**src/rtl/u16u8_pkg.sv**
```systemverilog
// ----------------------------------------------------------------------------
// u16u8_pkg
// Shared types and constants of the UTF-16 to UTF-8 transcoder.
// ----------------------------------------------------------------------------
package u16u8_pkg;

	localparam int QUEUE_DEPTH_DEF = 2;

	localparam int CP_W     = 21;
	localparam int LEN_W    = 3;
	localparam int STATUS_W = 2;

	typedef enum logic [STATUS_W-1:0] {
		ST_OK         = 2'd0,
		ST_HIGH_END   = 2'd1,
		ST_UNP_HIGH   = 2'd2,
		ST_UNP_LOW    = 2'd3
	} status_t;

	localparam logic [5:0] HI_SURR_TAG = 6'b110110;
	localparam logic [5:0] LO_SURR_TAG = 6'b110111;

	localparam logic [CP_W-1:0] SUPP_BASE = 21'h01_0000;
	localparam logic [CP_W-1:0] MAX_1BYTE = 21'h00_007F;
	localparam logic [CP_W-1:0] MAX_2BYTE = 21'h00_07FF;
	localparam logic [CP_W-1:0] MAX_3BYTE = 21'h00_FFFF;

	// len 0 means a single bare result with no byte (marker or error)
	typedef struct packed {
		logic [CP_W-1:0]  cp;
		logic [LEN_W-1:0] len;
		status_t          status;
		logic             str_end;
	} job_t;

endpackage

```
**src/rtl/utf16_to_utf8_transcoder.sv**
```systemverilog
// ----------------------------------------------------------------------------
// utf16_to_utf8_transcoder
// UTF-16 code units in, UTF-8 bytes out, with surrogate pairing and
// strict or ignore handling of invalid surrogates.
// ----------------------------------------------------------------------------
//  channel | handshake                | payload
//  input   | push / full              | code_unit, unit_last
//  result  | pop / empty              | out_byte, byte_valid, run_last,
//          |                          | string_end, status
//  config  | cfg_valid / cfg_ready    | ignore_invalid
//
//  a unit is accepted on push while full is low; it yields zero to four
//  results, which leave the byte-wide output register of the back end at
//  one per cycle while pop is held high and jobs are queued
//  reset clears surrogate, discard and queue state and the mode register
//  full rises only when the job queue (QUEUE_DEPTH jobs) is full
//  a stalled pop holds the output register while the front keeps filling
// ----------------------------------------------------------------------------
module utf16_to_utf8_transcoder
	import u16u8_pkg::*;
#(
	parameter int QUEUE_DEPTH = QUEUE_DEPTH_DEF
) (
	input  logic        clk,
	input  logic        arst_n,
	input  logic        cfg_valid,
	output logic        cfg_ready,
	input  logic        ignore_invalid,
	input  logic        push,
	output logic        full,
	input  logic [15:0] code_unit,
	input  logic        unit_last,
	input  logic        pop,
	output logic        empty,
	output logic [7:0]  out_byte,
	output logic        byte_valid,
	output logic        run_last,
	output logic        string_end,
	output logic [1:0]  status
);

	logic q_full, q_empty, q_push, q_pop;
	job_t q_wdata, q_rdata;

	u16u8_front u_front (
		.clk            (clk),
		.arst_n         (arst_n),
		.cfg_valid      (cfg_valid),
		.cfg_ready      (cfg_ready),
		.ignore_invalid (ignore_invalid),
		.push           (push),
		.full           (full),
		.code_unit      (code_unit),
		.unit_last      (unit_last),
		.q_full         (q_full),
		.q_push         (q_push),
		.q_data         (q_wdata)
	);

	u16u8_queue #(
		.DEPTH (QUEUE_DEPTH)
	) u_queue (
		.clk     (clk),
		.arst_n  (arst_n),
		.wr_en   (q_push),
		.wr_data (q_wdata),
		.q_full  (q_full),
		.rd_en   (q_pop),
		.q_empty (q_empty),
		.rd_data (q_rdata)
	);

	u16u8_back u_back (
		.clk        (clk),
		.arst_n     (arst_n),
		.q_empty    (q_empty),
		.q_data     (q_rdata),
		.q_pop      (q_pop),
		.pop        (pop),
		.empty      (empty),
		.out_byte   (out_byte),
		.byte_valid (byte_valid),
		.run_last   (run_last),
		.string_end (string_end),
		.status     (status)
	);

endmodule

```
**src/rtl/u16u8_front.sv**
```systemverilog
// ----------------------------------------------------------------------------
// u16u8_front
// Accepts code units, tracks surrogate and discard state, queues one job
// per unit that yields results.
// ----------------------------------------------------------------------------
module u16u8_front
	import u16u8_pkg::*;
(
	input  logic        clk,
	input  logic        arst_n,
	input  logic        cfg_valid,
	output logic        cfg_ready,
	input  logic        ignore_invalid,
	input  logic        push,
	output logic        full,
	input  logic [15:0] code_unit,
	input  logic        unit_last,
	input  logic        q_full,
	output logic        q_push,
	output job_t        q_data
);

	logic       ign_q;
	logic       held_q;
	logic [9:0] held_bits_q;
	logic       disc_q;

	logic       accept;
	logic       is_hi, is_lo;
	logic       err, have, paired, emit;
	status_t    status;
	logic [CP_W-1:0] cp;
	logic       held_n, disc_n;
	logic [9:0] held_bits_n;

	assign cfg_ready = 1'b1;
	assign full      = q_full;
	assign accept    = push && !q_full;
	assign is_hi     = (code_unit[15:10] == HI_SURR_TAG);
	assign is_lo     = (code_unit[15:10] == LO_SURR_TAG);

	always_comb begin
		err         = 1'b0;
		have        = 1'b0;
		paired      = 1'b0;
		emit        = 1'b0;
		status      = ST_OK;
		cp          = '0;
		held_n      = held_q;
		held_bits_n = held_bits_q;
		disc_n      = disc_q;
		if (disc_q) begin
			if (unit_last) begin
				disc_n = 1'b0;
			end
		end else begin
			if (held_q) begin
				held_n = 1'b0;
				if (is_lo) begin
					cp     = SUPP_BASE + {1'b0, held_bits_q, code_unit[9:0]};
					have   = 1'b1;
					paired = 1'b1;
				end else if (!ign_q) begin
					err    = 1'b1;
					status = ST_UNP_HIGH;
				end
			end
			if (!err && !paired) begin
				if (is_hi) begin
					if (unit_last) begin
						if (!ign_q) begin
							err    = 1'b1;
							status = ST_HIGH_END;
						end
					end else begin
						held_bits_n = code_unit[9:0];
						held_n      = 1'b1;
					end
				end else if (is_lo) begin
					if (!ign_q) begin
						err    = 1'b1;
						status = ST_UNP_LOW;
					end
				end else begin
					cp   = {5'b0, code_unit};
					have = 1'b1;
				end
			end
			if (err) begin
				held_n = 1'b0;
				disc_n = !unit_last;
				emit   = 1'b1;
			end else begin
				emit = have || unit_last;
				if (unit_last) begin
					held_n = 1'b0;
				end
			end
		end
	end

	always_comb begin
		q_data.cp      = cp;
		q_data.status  = status;
		q_data.str_end = err || unit_last;
		if (err || !have) begin
			q_data.len = 3'd0;
		end else if (cp <= MAX_1BYTE) begin
			q_data.len = 3'd1;
		end else if (cp <= MAX_2BYTE) begin
			q_data.len = 3'd2;
		end else if (cp <= MAX_3BYTE) begin
			q_data.len = 3'd3;
		end else begin
			q_data.len = 3'd4;
		end
	end

	assign q_push = accept && emit;

	always_ff @(posedge clk or negedge arst_n) begin
		if (!arst_n) begin
			ign_q       <= 1'b0;
			held_q      <= 1'b0;
			held_bits_q <= '0;
			disc_q      <= 1'b0;
		end else begin
			if (cfg_valid) begin
				ign_q <= ignore_invalid;
			end
			if (accept) begin
				held_q      <= held_n;
				held_bits_q <= held_bits_n;
				disc_q      <= disc_n;
			end
		end
	end

	a_disc_no_held: assert property (@(posedge clk) disable iff (!arst_n)
		!(disc_q && held_q))
		else $error("discarding while a high surrogate is held");

	a_last_clears: assert property (@(posedge clk) disable iff (!arst_n)
		(accept && unit_last) |=> (!held_q && !disc_q))
		else $error("state left over after the last unit");

endmodule

```
**src/rtl/u16u8_queue.sv**
```systemverilog
// ----------------------------------------------------------------------------
// u16u8_queue
// Short job queue between the front and the back.
// ----------------------------------------------------------------------------
module u16u8_queue
	import u16u8_pkg::*;
#(
	parameter int DEPTH = QUEUE_DEPTH_DEF
) (
	input  logic clk,
	input  logic arst_n,
	input  logic wr_en,
	input  job_t wr_data,
	output logic q_full,
	input  logic rd_en,
	output logic q_empty,
	output job_t rd_data
);

	localparam int PTR_W = $clog2(DEPTH);
	localparam int CNT_W = $clog2(DEPTH + 1);
	localparam logic [PTR_W-1:0] LAST_PTR = PTR_W'(DEPTH - 1);
	localparam logic [CNT_W-1:0] FULL_CNT = CNT_W'(DEPTH);

	job_t             mem_q [DEPTH];
	logic [PTR_W-1:0] wr_ptr_q, rd_ptr_q;
	logic [CNT_W-1:0] count_q;
	logic             do_wr, do_rd;

	assign q_full  = (count_q == FULL_CNT);
	assign q_empty = (count_q == '0);
	assign do_wr   = wr_en && !q_full;
	assign do_rd   = rd_en && !q_empty;
	assign rd_data = mem_q[rd_ptr_q];

	always_ff @(posedge clk) begin
		if (do_wr) begin
			mem_q[wr_ptr_q] <= wr_data;
		end
	end

	always_ff @(posedge clk or negedge arst_n) begin
		if (!arst_n) begin
			wr_ptr_q <= '0;
			rd_ptr_q <= '0;
			count_q  <= '0;
		end else begin
			if (do_wr) begin
				wr_ptr_q <= (wr_ptr_q == LAST_PTR) ? '0 : wr_ptr_q + 1'b1;
			end
			if (do_rd) begin
				rd_ptr_q <= (rd_ptr_q == LAST_PTR) ? '0 : rd_ptr_q + 1'b1;
			end
			if (do_wr && !do_rd) begin
				count_q <= count_q + 1'b1;
			end else if (do_rd && !do_wr) begin
				count_q <= count_q - 1'b1;
			end
		end
	end

	a_count_bound: assert property (@(posedge clk) disable iff (!arst_n)
		count_q <= FULL_CNT)
		else $error("queue count beyond depth");

endmodule

```
**src/rtl/u16u8_back.sv**
```systemverilog
// ----------------------------------------------------------------------------
// u16u8_back
// Expands each queued job into its UTF-8 bytes or one bare result, one
// result per cycle while the output is popped, into a single output register.
// ----------------------------------------------------------------------------
module u16u8_back
	import u16u8_pkg::*;
(
	input  logic       clk,
	input  logic       arst_n,
	input  logic       q_empty,
	input  job_t       q_data,
	output logic       q_pop,
	input  logic       pop,
	output logic       empty,
	output logic [7:0] out_byte,
	output logic       byte_valid,
	output logic       run_last,
	output logic       string_end,
	output logic [STATUS_W-1:0] status
);

	logic [1:0] idx_q;
	logic       out_v_q;
	logic [7:0] byte_q;
	logic       bvalid_q, rlast_q, send_q;
	status_t    status_q;

	logic       load, res_last;
	logic [7:0] byte_n;
	logic [CP_W-1:0] cp;

	assign cp   = q_data.cp;
	assign load = !q_empty && (!out_v_q || pop);
	assign res_last = (q_data.len == 3'd0) || (({1'b0, idx_q} + 3'd1) == q_data.len);
	assign q_pop = load && res_last;

	always_comb begin
		unique case (q_data.len)
			3'd1: byte_n = {1'b0, cp[6:0]};
			3'd2: byte_n = (idx_q == 2'd0) ? {3'b110, cp[10:6]} : {2'b10, cp[5:0]};
			3'd3: begin
				unique case (idx_q)
					2'd0:    byte_n = {4'b1110, cp[15:12]};
					2'd1:    byte_n = {2'b10, cp[11:6]};
					default: byte_n = {2'b10, cp[5:0]};
				endcase
			end
			3'd4: begin
				unique case (idx_q)
					2'd0: byte_n = {5'b11110, cp[20:18]};
					2'd1: byte_n = {2'b10, cp[17:12]};
					2'd2: byte_n = {2'b10, cp[11:6]};
					2'd3: byte_n = {2'b10, cp[5:0]};
				endcase
			end
			default: byte_n = 8'h00;
		endcase
	end

	always_ff @(posedge clk) begin
		if (load) begin
			byte_q   <= byte_n;
			bvalid_q <= (q_data.len != 3'd0);
			rlast_q  <= res_last;
			send_q   <= res_last && q_data.str_end;
			status_q <= (q_data.len == 3'd0) ? q_data.status : ST_OK;
		end
	end

	always_ff @(posedge clk or negedge arst_n) begin
		if (!arst_n) begin
			idx_q   <= '0;
			out_v_q <= 1'b0;
		end else begin
			if (load) begin
				out_v_q <= 1'b1;
				idx_q   <= res_last ? 2'd0 : idx_q + 2'd1;
			end else if (pop) begin
				out_v_q <= 1'b0;
			end
		end
	end

	assign empty      = !out_v_q;
	assign out_byte   = byte_q;
	assign byte_valid = bvalid_q;
	assign run_last   = rlast_q;
	assign string_end = send_q;
	assign status     = status_q;

	a_mid_job_head: assert property (@(posedge clk) disable iff (!arst_n)
		(idx_q != 2'd0) |-> !q_empty)
		else $error("byte index moved but no job at the head");

	a_end_is_last: assert property (@(posedge clk) disable iff (!arst_n)
		(out_v_q && send_q) |-> rlast_q)
		else $error("string end on a result that is not the unit's last");

	a_err_no_byte: assert property (@(posedge clk) disable iff (!arst_n)
		(out_v_q && status_q != ST_OK) |-> (!bvalid_q && send_q))
		else $error("error result carries a byte or leaves the string open");

endmodule

```
**config.mk**
```make
export PLATFORM = sky130hd
export DESIGN_NAME = utf16_to_utf8_transcoder
export DESIGN_NICKNAME = d
export VERILOG_FILES = /design/src/rtl/u16u8_pkg.sv /design/src/rtl/utf16_to_utf8_transcoder.sv /design/src/rtl/u16u8_front.sv /design/src/rtl/u16u8_queue.sv /design/src/rtl/u16u8_back.sv
export SDC_FILE = /design/constraint.sdc
export NUM_CORES = 1
export LEC_CHECK = 0
export ABC_AREA = 1
export ABC_CLOCK_PERIOD_IN_PS = 5500
export BUFFER_PORTS_ARGS = -buffer_cell sky130_fd_sc_hd__buf_2
export CORE_UTILIZATION = 60
export CTS_BUF_LIST = sky130_fd_sc_hd__clkbuf_4 sky130_fd_sc_hd__clkbuf_8
export DETAILED_ROUTE_END_ITERATION = 6
export PLACE_DENSITY = 0.81
export SYNTH_ARGS = -nofsm -noshare
export SYNTH_HDL_FRONTEND = slang
export SYNTH_HIERARCHICAL = 1
export SYNTH_SLANG_ARGS = --single-unit
```
**constraint.sdc**
```tcl
create_clock -name clk -period 5.5 [get_ports clk]
set_clock_uncertainty 0.05 [all_clocks]
set_input_delay 1.1 -clock clk [delete_from_list [all_inputs] [get_ports clk]]
set_output_delay 1.1 -clock clk [all_outputs]
set_load 0.005 [all_outputs]
```
==> results.yml, run 1 <==
routing:
  wl_per_cell_um: 13.5
  ant_nets: 0
  num_vias: 3503
  dr.pass1.iters: 5
  drcViolationCount: 0
  vias_per_cell: 5.28
  wl_um: 8940
  dr.first_iter.drc_count: 221
worst_setup_path:
  path_buf_inv: 3
  required_ns: 5.69
  crit_type: "reg -> reg"
  cp_top_family: "flip-flops"
  worst_path_largest_cell_delay_ns: 0.96
  path_max_fanout: 29
  worstPathCellList: "inv_2, nand2_1, nand2_1, inv_2, nand3_1, a21oi_1, o21ai_0, ha_1, inv_1, nand3_1, nand2_1, nand2_1"
  start_kind: "flip-flop"
  worst-path-stages: 12
  cp-end-kind: "flip-flop"
  reg2reg_depth: 12
  cp.arrival_ns: 3.53
  critical-path-slowest-cell: "dfrtp_1"
  critPathMostFrequentCell: "nand2_1"
timing:
  timing.hold.ws_ns: 0.453
  slew_headroom_pct: 30.5
  hold_viol_final: 0
  finalWorstSetupSlack_ns: 2.16
  fin_crit_ns: 3.34
  slew_violations: 0
  worst_slew_pin_slew_ns: 1.04
  tns_ns: 0
  finalSetupViolations: 0
  fmax_mhz: 299
  post-route-period-util_pct: 60.8
  rsz0062_at_grt: "no"
clocking:
  hold_buffers: 0
  clkTransAtPathRegs_ns: 0.08
  cts.path.max_buffers: 2
  h-tree-depth: 3
  cts_tree: "yes"
  clock_latency_ns: 0.34
  root_buffer: "clkbuf_8"
  cts_made_buffers: 9
  cts_resized: 0
  cts.sinks: 87
  cts_setup_buffers: 0
power_and_ir_drop:
  leakage_nw: 2.33
  p_total_mw: 2.47
  power_density_mw_per_mm2: 491
  ir_worst_vdd_v: 0.000189
yosys:
  synth_top_area_share_pct: 44.3
  ys_ff_latch: 87
  syn_area_per_cell_um2: 8.66
  ys_warn_count: 6
  yosys.area.top_type: "edfxtp_1"
  ys_top_cells_by_area: "edfxtp_1 44%, nand2_1 15%, dfrtp_1 11%"
  syn_inst: 524
  ys_seq_area_share_pct: 55.4
  ys_types: 36
  synth_area_mm2: 0.00454
  syn-num-nets: 554
grt:
  grt_pass1_vias: 3260
  grt_max_degree: 30
  grt_util_all_layers_pct: 25.6
  overflow: 0
  antenna_found_initial: 0
  grt_pass1_wl_um: 14900
final_layout:
  final_cells: 664
  drive_gt1_share_pct: 15.8
  antenna_cells: 0
  fin_util_pct: 68.9
  fin_area_mm2: 0.00502
  syn_to_final_growth_pct: 10.7
  fin_nets: 590
place:
  preCtsSetupSlack_ns: 1.89
  io_buffers: 37
  dp_hpwl_um: 6520
  gp_congestion: 0.886
  place_area_mm2: 0.00478
  dp.cells: 648
floorplan:
  die_area_mm2: 0.00791
  core_mm2: 0.00729
  ios: 39
  rows: 31
  fp.dieW_um: 89.0
  initial_core_util_pct: 62.2
  die_h_um: 89.0
run_status:
  status: "complete, no violations"
min_path:
  hold_path.class: "reg -> reg"
  hold_depth: 2
flow_run:
  maxCapViolations: 0
## final cells by class
| class | count | area, um2 |
|---|---|---|
| Inverter | 69 | 262 |
| Sequential cell | 87 | 2510 |
| Multi-Input combinational cell | 355 | 1690 |
| Clock buffer | 11 | 139 |
| Clock inverter | 5 | 108 |
| Fill cell | 592 | 2270 |
| Tap cell | 99 | 124 |
| Timing Repair Buffer | 38 | 193 |
## synth_stat cells (all sizes together)
cell    count
xnor2       2
o22ai       1
nand2     190
a21oi      10
o31ai       1
o211ai      1
nand3b      1
a22oi       1
dfrtp      20
nand3      40
conb        1
o21bai      1
nor3        5
a21boi      1
inv        68
nand4       8
buf        13
o21ai      26
o41ai       1
clkinv      1
nor2       58
ha          7
edfxtp     67
## state kept, by name, indices dropped and copies added, names as in the netlist
name                 count
u_queue/mem_q           54
u_front/held_bits_q     10
u_back/out_byte          8
u_back/idx_q             2
u_back/status            2
u_queue/count_q          2
u_back/byte_valid        1
u_back/out_v_q           1
u_back/run_last          1
u_back/string_end        1
u_front/disc_q           1
u_front/held_q           1
u_front/ign_q            1
u_queue/rd_ptr_q         1
u_queue/wr_ptr_q         1
## per-layer routing
metal  vias up  global-route usage (%)  part of all wire, %
li1       1754                       -                    -
met1      1628                    33.4                   45
met2       106                    42.4                   49
met3        15                    4.89                  4.3
met4         0                    10.5                  1.8
met5         -                       0                    0
## placed cells by master (no fill, tap or decap), types with 2 or more instances in the layout
| cell type | netlist | routed |
|---|---|---|
| nor2_4 | 4 | 4 |
| inv_2 | 7 | 7 |
| nor2_2 | 3 | 4 |
| a21oi_1 | 9 | 9 |
| clkinv_4 | 0 | 2 |
| nor2_1 | 51 | 50 |
| nand2_1 | 178 | 178 |
| o21ai_0 | 14 | 14 |
| dfrtp_1 | 20 | 20 |
| inv_1 | 60 | 60 |
| ha_1 | 7 | 7 |
| clkbuf_8 | 0 | 9 |
| edfxtp_1 | 67 | 67 |
| bufinv_16 | 0 | 3 |
| nand2_2 | 8 | 8 |
| nor3_1 | 4 | 4 |
| nand3_1 | 37 | 37 |
| nand4_1 | 8 | 8 |
| nand2_4 | 4 | 4 |
| clkbuf_4 | 0 | 2 |
| xnor2_1 | 2 | 2 |
| o21ai_1 | 11 | 11 |
| nand3_2 | 2 | 2 |
| buf_2 | 7 | 37 |
## report_power, final
| group | internal [mW] | switching, mW | leakage [nW] |
|---|---|---|---|
| clock network | 0.314 | 0.216 | 0.125 |
| logic | 0.289 | 0.622 | 1.32 |
| registers | 0.933 | 0.0922 | 0.882 |
| total | 1.54 | 0.930 | 2.33 |
## worst paths after layout
| check | startpoint | to | slack, ns |
|---|---|---|---|
| worst max-delay path | u_queue/rd_ptr_q | u_queue/count_q[1] | 2.16 |
| worst max register to register | u_queue/rd_ptr_q | u_queue/count_q[1] | 2.16 |
| worst min-delay path | u_queue/wr_ptr_q | u_queue/wr_ptr_q | 0.45 |
| min in group asynchronous | arst_n | u_back/idx_q[0] | 0.64 |
| max in group asynchronous | arst_n | u_front/ign_q | 4.42 |
| worst min register to register | u_queue/wr_ptr_q | u_queue/wr_ptr_q | 0.45 |
## tightest hold or removal path, stage by stage (launching register included)
cell     delay (ns)
dfrtp_1        0.35
nand2_1        0.05
nand2_1        0.07
## cell families after synthesis
family          count (synthesis)  share of synthesized area [%]
simple gates                  302                           29.3
flops                          87                           55.4
compound gates                 43                           5.41
fa+ha+maj                       7                           1.93
xor+xnor                        2                          0.386
other cells                     1                         0.0827
buf+inv                        82                           7.53
(Power assumes the default switching activity.)
==> run 2: changes to the inputs <==
- ABC_CLOCK_PERIOD_IN_PS: 5500 -> 3500
- clock period: 5.5 -> 3.5 ns (I/O delays scaled with it)
==> run 2 against run 1 <==
Compared with the run above:
- non-clock buffer count up 2
- die area unchanged
- sequential power up 51%
- routed wire length down 4.7%
- worst setup slack worse by 1.2 ns
- combinational power up 61%
- critical path depth up 3
- register-to-register slack worse by 1.2 ns
==> results.yml, run 2 (synthesis results as in run 1) <==
run_status:
  status: "complete, no violations"
floorplan:
  core_mm2: 0.00729
  die_area_mm2: 0.00791
  die_h_um: 89.0
  fp.dieW_um: 89.0
  ios: 39
  rows: 31
  initial_core_util_pct: 62.2
worst_setup_path:
  path_max_fanout: 28
  required_ns: 3.69
  timing.rr.start: "u_queue/rd_ptr_q"
  crit_type: "reg -> reg"
  worst_path_largest_cell_delay_ns: 0.39
  crit_start: "u_queue/rd_ptr_q"
  worstPathCellList: "inv_2, nand2_1, nand2_1, inv_2, nand2_1, nand2_1, nor2_1, nand2_1, a21oi_1, o21ai_0, ha_1, inv_1, nand3_1, nand2_1, nand2_1"
  crit_path_end: "u_queue/count_q[1]"
  r2r_slack_ns: 0.93
  rr_endpoint: "u_queue/count_q[1]"
  critical-path-slowest-cell: "dfrtp_1"
  cp.arrival_ns: 2.76
  reg2reg_depth: 15
  cp-end-kind: "flip-flop"
  critPathMostFrequentCell: "nand2_1"
  start_kind: "flip-flop"
grt:
  grt_util_all_layers_pct: 23.3
  grt_max_degree: 29
  antenna_found_initial: 0
  grt_pass1_wl_um: 13600
  grt_pass1_vias: 3058
  overflow: 0
final_layout:
  largest_register: "u_queue/mem_q"
  fin_util_pct: 68.5
  syn_to_final_growth_pct: 10.1
  fin_area_mm2: 0.00499
  fin_nets: 592
  final_cell_mix: "178 x nand2_1, 67 x edfxtp_1, 60 x inv_1"
  largest_reg_flops: 54
  antenna_cells: 0
  final_common_cell: "nand2_1"
  drive_gt1_share_pct: 16.0
routing:
  num_vias: 3400
  ant_nets: 0
  dr.pass1.iters: 5
  vias_per_cell: 5.11
  wl_per_cell_um: 12.8
  dr.first_iter.drc_count: 216
  wl_um: 8520
  drcViolationCount: 0
clocking:
  cts.path.max_buffers: 2
  clock_latency_ns: 0.34
  root_buffer: "clkbuf_8"
  h-tree-depth: 3
  cts_resized: 0
  hold_buffers: 0
  cts_made_buffers: 9
  clkTransAtPathRegs_ns: 0.08
  cts_setup_buffers: 0
  cts_tree: "yes"
  cts.sinks: 87
place:
  place_area_mm2: 0.00479
  io_buffers: 37
  preCtsSetupSlack_ns: 0.708
  dp_hpwl_um: 6350
  gp_congestion: 0.893
power_and_ir_drop:
  clkPwrFrac_pct: 18.6
  p_int_mw: 2.29
  p_switching_mw: 1.43
  ir_worst_vdd_v: 0.000331
  p_sw_share_pct: 38.5
  power_density_mw_per_mm2: 745
  leakage_nw: 2.32
  power_frac_comb_pct: 39.4
  p_total_mw: 3.72
  p_seq_share_pct: 42.0
timing:
  slew_violations: 0
  worst_slew_pin_slew_ns: 0.712
  post-route-period-util_pct: 73.4
  hold_viol_final: 0
  tns_ns: 0
  finalSetupViolations: 0
  slew_headroom_pct: 52.4
  rsz0062_at_grt: "no"
  fmax_mhz: 389
  finalWorstSetupSlack_ns: 0.932
  fin_crit_ns: 2.57
flow_run:
  maxCapViolations: 0
min_path:
  hold_path.class: "in -> async"
-- run 2: worst min path at each step --
stage / startpoint / end / slack (ns)
after floorplan: arst_n / u_back/idx_q[0] / 0.35
after global placement: u_back/out_v_q / u_back/out_v_q / 0.42
after detailed placement: u_front/held_bits_q[0] / u_front/held_bits_q[0] / 0.43
after CTS: arst_n / u_back/idx_q[0] / 0.25
after global routing: arst_n / u_queue/rd_ptr_q / 0.28
final: arst_n / u_back/idx_q[1] / 0.25
-- run 2: metrics by stage --
| stage | hold WS, ns | instances |
|---|---|---|
| floorplan | 0.354 | 524 |
| detailed placement | 0.429 | 650 |
| finish | 0.246 | 666 |
| CTS | 0.248 | 666 |
| global placement | 0.424 | 650 |
| global route | 0.279 | 666 |
-- run 2: final cells by class --
class	instances	area, um2
Clock inverter	5	57.6
Timing Repair Buffer	40	208
Tap cell	99	124
Multi-Input combinational cell	355	1690
Fill cell	568	2300
Clock buffer	11	145
Sequential cell	87	2510
Inverter	69	262
-- run 2: power by group through the flow --
stage	clock [mW]	sequential, mW	combinational, mW
detailed placement	0	1.59	1.46
global route	0.745	1.60	1.68
floorplan	0	1.58	1.10
finish	0.691	1.56	1.47
CTS	0.708	1.56	1.46
global placement	0	1.58	1.41
-- run 2: worst max-delay path: cells and delay by family, from the launching register on --
kind,cells,cell delay [ns]
AND/OR/NAND/NOR,9,0.76
buffers and inverters,3,0.52
AO/OA/AOI/OAI,2,0.41
flip-flops,1,0.39
adder cells (fa/ha/maj),1,0.34
-- run 2: layer usage --
metal	global-route usage, %	up-vias	routed length [um]
met4	11.4	0	168
li1	-	1757	-
met5	0	-	0
met3	3.05	18	381
met2	39.0	105	4150
met1	30.3	1520	3820
